<file path="config.mk">
export PLATFORM = sky130hd
export DESIGN_NAME = lwr_div
export DESIGN_NICKNAME = d
export VERILOG_FILES = /design/src/rtl/lwr_pkg.sv /design/src/rtl/lwr_div.sv
export SDC_FILE = /design/constraint.sdc
export NUM_CORES = 1
export LEC_CHECK = 0
export BUFFER_PORTS_ARGS = -buffer_cell sky130_fd_sc_hd__buf_2
export CORE_MARGIN = 1.5
export CORE_UTILIZATION = 40
export DETAILED_ROUTE_END_ITERATION = 12
export PLACE_DENSITY_LB_ADDON = 0.08
export SYNTH_ARGS = -nofsm -noshare
export SYNTH_HDL_FRONTEND = slang
export SYNTH_SLANG_ARGS = --single-unit
</file>
<file path="constraint.sdc">
create_clock -name clk -period 10 [get_ports clk]
set_input_delay 1 -clock clk [delete_from_list [all_inputs] [get_ports clk]]
set_output_delay 1 -clock clk [all_outputs]
set_load 0.02 [all_outputs]
</file>
<file path="src/rtl/lwr_pkg.sv">
// ----------------------------------------------------------------------------
// lwr_pkg
// Shared types, constants and helpers for the layer weight store.
// ----------------------------------------------------------------------------
package lwr_pkg;

  localparam int MAX_SIDE         = 256;
  localparam int GROUPS           = 2;
  localparam int LAYERS_PER_GROUP = 4;
  localparam int NUM_LAYERS       = GROUPS * LAYERS_PER_GROUP;
  localparam int LAYER_W          = 3;
  localparam int WORD_W           = 64;
  localparam int SIDE_W           = 9;
  localparam int COORD_W          = 10;
  localparam int DEPTH            = MAX_SIDE * MAX_SIDE;
  localparam int ADDR_W           = $clog2(DEPTH);
  localparam int SUM_W            = 11;
  localparam int NUM_W            = 26;
  localparam int DEN_W            = 20;

  localparam logic [WORD_W-1:0] RESET_WORD = 64'h00000000_000000FF;

  localparam logic [1:0] CMD_APPLY = 2'd0;
  localparam logic [1:0] CMD_WRITE = 2'd1;

  localparam logic [1:0] CFG_GRID_SIDE = 2'd0;
  localparam logic [1:0] CFG_NORMALIZE = 2'd1;

  typedef enum logic [3:0] {
    ST_CLEAR,
    ST_IDLE,
    ST_RD,
    ST_LOAD,
    ST_DEC,
    ST_NUM,
    ST_DIVW,
    ST_WB,
    ST_OUT
  } state_t;

  // floor(n / 257) for n < 65792 via reciprocal multiply
  function automatic logic [7:0] div257(input logic [16:0] n);
    logic [33:0] p;
    p = {17'd0, n} * 34'd65281;
    return p[31:24];
  endfunction

  function automatic logic [SIDE_W-1:0] side_in_use(input logic [SIDE_W-1:0] v);
    if (v < SIDE_W'(2)) return SIDE_W'(2);
    if (v > SIDE_W'(MAX_SIDE)) return SIDE_W'(MAX_SIDE);
    return v;
  endfunction

endpackage

</file>
<file path="src/rtl/lwr_div.sv">
// ----------------------------------------------------------------------------
// lwr_div
// Restoring divider, one quotient bit per cycle, 8-bit quotient.
// ----------------------------------------------------------------------------
module lwr_div (
  input  logic                       clk,
  input  logic                       rst,
  input  logic                       start,
  input  logic [lwr_pkg::NUM_W-1:0]  num,
  input  logic [lwr_pkg::DEN_W-1:0]  den,
  output logic                       done,
  output logic [7:0]                 quo
);
  import lwr_pkg::*;

  localparam int DSH_W = DEN_W + 8;

  logic [NUM_W-1:0] rem;
  logic [DSH_W-1:0] dsh;
  logic [2:0]       cnt;
  logic             running;
  logic             ge;

  assign ge = {{(DSH_W-NUM_W){1'b0}}, rem} >= dsh;

  always_ff @(posedge clk) begin
    if (rst) begin
      running <= 1'b0;
      done    <= 1'b0;
    end else begin
      done <= 1'b0;
      if (start) begin
        running <= 1'b1;
        cnt     <= 3'd0;
        rem     <= num;
        dsh     <= {1'b0, den, 7'd0};
        quo     <= 8'd0;
      end else if (running) begin
        if (ge) begin
          rem <= rem - NUM_W'(dsh);
        end
        quo <= {quo[6:0], ge};
        dsh <= dsh >> 1;
        cnt <= cnt + 3'd1;
        if (cnt == 3'd7) begin
          running <= 1'b0;
          done    <= 1'b1;
        end
      end
    end
  end

endmodule

</file>
---- Word level (Yosys, flattened, before mapping) ----
Index checks and enable logic that the tools add are counted.
word-level totals
  register bits after elaboration ......... 66
  word-level logic and storage cells ...... 29
cells by class
  $add $sub $neg .......................... 2
  order comparisons ....................... 1
  equal/unequal tests ..................... 1
  multiplexer cells ....................... 11
  bitwise gates (word level) .............. 2
  reductions and logical operators ........ 5
operators by type and width
  kind                                                            count
  26-bit two-way mux                                              3
  27-bit two-way mux                                              2
  26-bit by 27-bit greater-or-equal comparator with 1-bit output  1
  26-bit subtractor                                               1
  8-bit two-way mux                                               1
  1-bit two-way mux                                               4
  2-bit nonzero test                                              2
  3-bit by 1-bit adder with 3-bit output (second input constant)  1
  3-bit == test (second input constant)                           1
  3-bit two-way mux                                               1
  3-bit AND reduction                                             1
  3-bit OR reduction                                              1
  1-bit inverter                                                  2
  2-bit AND reduction                                             1

---- Logic depth before layout (Yosys ltp) ----
  depth in word-level cells ............... 4
  mapped depth ............................ 10
  mapped depth without buffers ............ 10

---- Least setup slack after synthesis ----
OpenSTA, ideal clock, no wires.
  path type ............................... flip-flop to flip-flop
  start ................................... register rem[14]
  end ..................................... register rem[0], enable pin
  data arrival time ....................... 3.177 ns
  required time ........................... 9.575 ns
  slack ................................... 6.398 ns
  stages on the path, launching flop included .. 9
  path buffers ............................ 1
  period minus slack after synthesis ...... 3.602 ns
  path through ............................ edfxtp_1 > ha_1 > clkbuf_1 > and4_1 > nor4b_1 > nand2_1 > a21boi_0 > o21bai_1 > a31oi_1
between the ends
  longest elaborated chain between the ends .. 3
RTL lines
  element                                                         line           source
  start: declaration                                              lwr_div.sv:18  logic [NUM_W-1:0] rem;
  start signal: assignment                                        lwr_div.sv:35  rem <= num;
  start signal: assignment                                        lwr_div.sv:40  rem <= rem - NUM_W'(dsh);
  26-bit by 27-bit greater-or-equal comparator with 1-bit output  lwr_div.sv:24  assign ge = {{(DSH_W-NUM_W){1'b0}}, rem} >= dsh;
  2-bit nonzero test (no source line)                             n/a
  3-bit AND reduction (no source line)                            n/a
No other way between the ends.
A chain may end at the register's enable or synchronous reset.

---- Final worst setup path ----
  start ................................... register dsh[19]
  end ..................................... register rem[25], enable pin
between the ends
  longest elaborated chain between the ends .. 3
RTL lines
  element                                                         line           source
  start: declaration                                              lwr_div.sv:19  logic [DSH_W-1:0] dsh;
  start signal: assignment                                        lwr_div.sv:36  dsh <= {1'b0, den, 7'd0};
  start signal: assignment                                        lwr_div.sv:43  dsh <= dsh >> 1;
  26-bit by 27-bit greater-or-equal comparator with 1-bit output  lwr_div.sv:24
  2-bit nonzero test (no source line)                             n/a
  3-bit AND reduction (no source line)                            n/a
No other way between the ends.

==> results_dict.tcl <==
set metrics [dict create \
    post-dp-hpwl_mm 7.50 \
    worst_pin_slew_ns 0.745 \
    drv_cap 0 \
    fin_crit_sh 0.329 \
    num_io_pins 58 \
    netSwitchingPower_mw 0.230 \
    ys.flop_type "edfxtp_1" \
    grt_overflow 0 \
    holdPathStages 1 \
    dieArea_mm2 0.0115 \
    grt_pass1_wl_mm 17.2 \
    status "complete, no violations" \
    numCtsBuffers 9 \
    final_net_count 580 \
    final_antenna_net_count 0 \
    clk_latency_ns 0.36 \
    drive_gt1_frac 0.178 \
    drtIter0Drc 189 \
    max_freq_mhz 304 \
    fin_util 0.473 \
    start_util 0.416 \
    internal_power_mw 0.538 \
    grt.total_usage 0.194 \
    reg2reg_from "dsh[19]$_DFFE_PP_" \
    finalPower_mw 0.768 \
    grt_max_degree 55 \
    viasPerCell 5.52 \
    rrSetupSlack_ns 6.71 \
    hold_violations 0 \
    slew_headroom 0.503 \
    finalSetupViolCount 0 \
    cp.arrival_ns 3.32 \
    wl_per_cell_um 16.1 \
    combPwrFrac 0.238 \
    cts_buffer_depth 2 \
    crit_path_start_kind "register" \
    rr_worst_depth 9 \
    die_x_um 107 \
    ys_ff_latch 66 \
    endpoint_kind "register" \
    yosysWarnings 0 \
    clkTransAtPathRegs_ns 0.08 \
    synthesis.nets 534 \
    wl_mm 10.4 \
    seqPwrFrac 0.436 \
    synth.distinct_cells 59 \
    cts_sinks 66 \
    ys_async_sr_fraction 0 \
    io_buffers 57 \
    synth-seq-area-share 0.453 \
    syn_area_mm2 0.00433 \
    fin_setup_tns_ns 0 \
    htree_levels 3 \
    cts_resized 0 \
    path_class "reg2reg" \
    drv_slew 0 \
    antennaDiodeCount 0 \
    r2r-end "rem[25]$_DFFE_PP_" \
    holdCritStartpoint "running$_SDFF_PP0_" \
    num_vias 3548 \
    pwr-share-clk 0.326 \
    fin_crit_ns 3.29 \
    ir_drop_v 0.0000575 \
    required_ns 10.03 \
    whs_endpoint "done$_SDFF_PP0_" \
    avgSynthCellArea_um2 9.49 \
    fp-row-count 37 \
    cts_setup_buffers 0 \
    final-seq-area_mm2 0.00196 \
    fin_skew_ns 0.0120 \
    syn_inst 456 \
    die_h_um 107 \
    power_density_mw_per_mm2 156 \
    core_mm2 0.0104 \
    sw_frac_of_total 0.300 \
    synth_edf_count 64 \
    final.fill_count 1023 \
    cp_max_fo 19 \
    grt_pass1_vias 3500 \
    rsz0062_at_grt "no" \
    leakagePower_nw 1.95 \
    ctsHoldBuffers 0 \
    area_growth_pct 13.7 \
    cts_root_buf "clkbuf_8" \
    cts_tree "yes" \
    antenna_found_initial 0 \
    multiInputGateArea_mm2 0.00214 \
    hold_class "reg2reg" \
    gp_congestion 0.836 \
    firstDrtPassIters 6 \
    drcViolationCount 0 \
]
-- how the worst max path moves through the flow --
stage / from / end / slack (ns) / cells past startpoint
floorplan: rem[14]$_DFFE_PP_ / rem[0]$_DFFE_PP_ / 6.40 / 8
CTS: rem[19]$_DFFE_PP_ / rem[24]$_DFFE_PP_ / 6.69 / 8
detailed placement: start / rem[9]$_DFFE_PP_ / 6.67 / 4
global placement: start / rem[8]$_DFFE_PP_ / 6.68 / 4
finish: dsh[19]$_DFFE_PP_ / rem[25]$_DFFE_PP_ / 6.71 / 9
global route: dsh[19]$_DFFE_PP_ / rem[24]$_DFFE_PP_ / 6.41 / 9
-- stage by stage --
| stage | hold slack (ns) | instances | cell area [µm²] | setup WS, ns |
|---|---|---|---|---|
| 2_1_floorplan | 0.444 | 456 | 4330 | 6.40 |
| 3_3_place_gp | 0.475 | 627 | 4710 | 6.68 |
| 3_5_place_dp | 0.471 | 627 | 4710 | 6.67 |
| 4_1_cts | 0.483 | 643 | 4920 | 6.69 |
| 5_1_grt | 0.492 | 643 | 4920 | 6.41 |
| 6_report | 0.480 | 643 | 4920 | 6.71 |
-- worst max-delay path, cell delays in order (launching register included) --
cell and delay (ns):
edfxtp_1 0.33, inv_1 0.05, ha_1 0.46, nand2_1 0.25, nor4b_1 0.50, nand2_1 0.08, a21boi_0 0.18, o21bai_1 0.12
a31oi_2 0.56, buf_4 0.41
-- cell families after synthesis --
logic type | Yosys count | synth area share
xor+xnor | 8 | 0.0162
simple gates | 163 | 0.182
compound gates | 130 | 0.204
flops | 66 | 0.453
fa+ha+maj | 29 | 0.0856
buf+inv | 58 | 0.0540
mux | 2 | 0.00520
-- sequential cells by signal (all words and copies together), names as in the netlist --
| register | flops |
|---|---|
| quo | 8 |
| cnt | 3 |
| rem | 26 |
| running | 1 |
| done | 1 |
| dsh | 27 |
-- power groups by stage --
stage               Sequential (mW)  Clock (mW)  Combinational (mW)
global placement              0.340           0               0.180
CTS                           0.335       0.257               0.183
finish                        0.335       0.251               0.183
global route                  0.337       0.266               0.206
detailed placement            0.341           0               0.182
floorplan                     0.342           0               0.132
-- cell usage in the layout (no fill, tap or decap), types with 4 or more instances in the layout --
| master | Yosys | layout |
|---|---|---|
| a211oi_1 | 4 | 4 |
| a21boi_0 | 5 | 5 |
| a21o_1 | 4 | 4 |
| a21oi_1 | 26 | 26 |
| a311oi_1 | 7 | 7 |
| buf_2 | 7 | 56 |
| buf_4 | 0 | 4 |
| clkbuf_8 | 0 | 9 |
| edfxtp_1 | 64 | 64 |
| ha_1 | 28 | 28 |
| inv_1 | 33 | 33 |
| nand2_1 | 55 | 55 |
| nand3_1 | 11 | 11 |
| nand4_1 | 7 | 7 |
| nor2_1 | 40 | 40 |
| nor2b_1 | 13 | 13 |
| nor3_1 | 9 | 9 |
| nor3b_1 | 4 | 4 |
| nor4_1 | 6 | 6 |
| nor4b_1 | 4 | 4 |
| o21a_1 | 6 | 6 |
| o21ai_0 | 42 | 42 |
| o21bai_1 | 4 | 4 |
| o22ai_1 | 4 | 4 |
| xnor2_1 | 4 | 4 |
| xor2_1 | 4 | 4 |
-- routing by layer --
metal	routed length (µm)	vias up	GRT usage
met5	0	-	0
met2	4800	67	0.311
met4	200	0	0.0724
li1	-	1776	-
met1	5010	1686	0.262
met3	369	19	0.0359
-- Yosys cell counts (5+ instances only) --
| library cell | count | share of area |
|---|---|---|
| nand4_1 | 7 | 0.010 |
| a21oi_1 | 26 | 0.030 |
| clkbuf_1 | 13 | 0.011 |
| inv_1 | 33 | 0.029 |
| nand3_1 | 11 | 0.013 |
| a311oi_1 | 7 | 0.014 |
| nor4_1 | 6 | 0.0087 |
| nor3_1 | 9 | 0.010 |
| nand2_1 | 55 | 0.048 |
| edfxtp_1 | 64 | 0.44 |
| nor2_1 | 40 | 0.035 |
| buf_2 | 7 | 0.0081 |
| o21a_1 | 6 | 0.010 |
| nor2b_1 | 13 | 0.019 |
| a21boi_0 | 5 | 0.0087 |
| ha_1 | 28 | 0.081 |
| o21ai_0 | 42 | 0.049 |
-- cell type report --
type,count,area share
Multi-Input combinational cell,332,0.435
Sequential cell,66,0.398
Timing Repair Buffer,60,0.0630
Tap cell,136,0.0346
Clock buffer,9,0.0252
Inverter,33,0.0252
Clock inverter,7,0.0191
(Power assumes the default switching activity.)
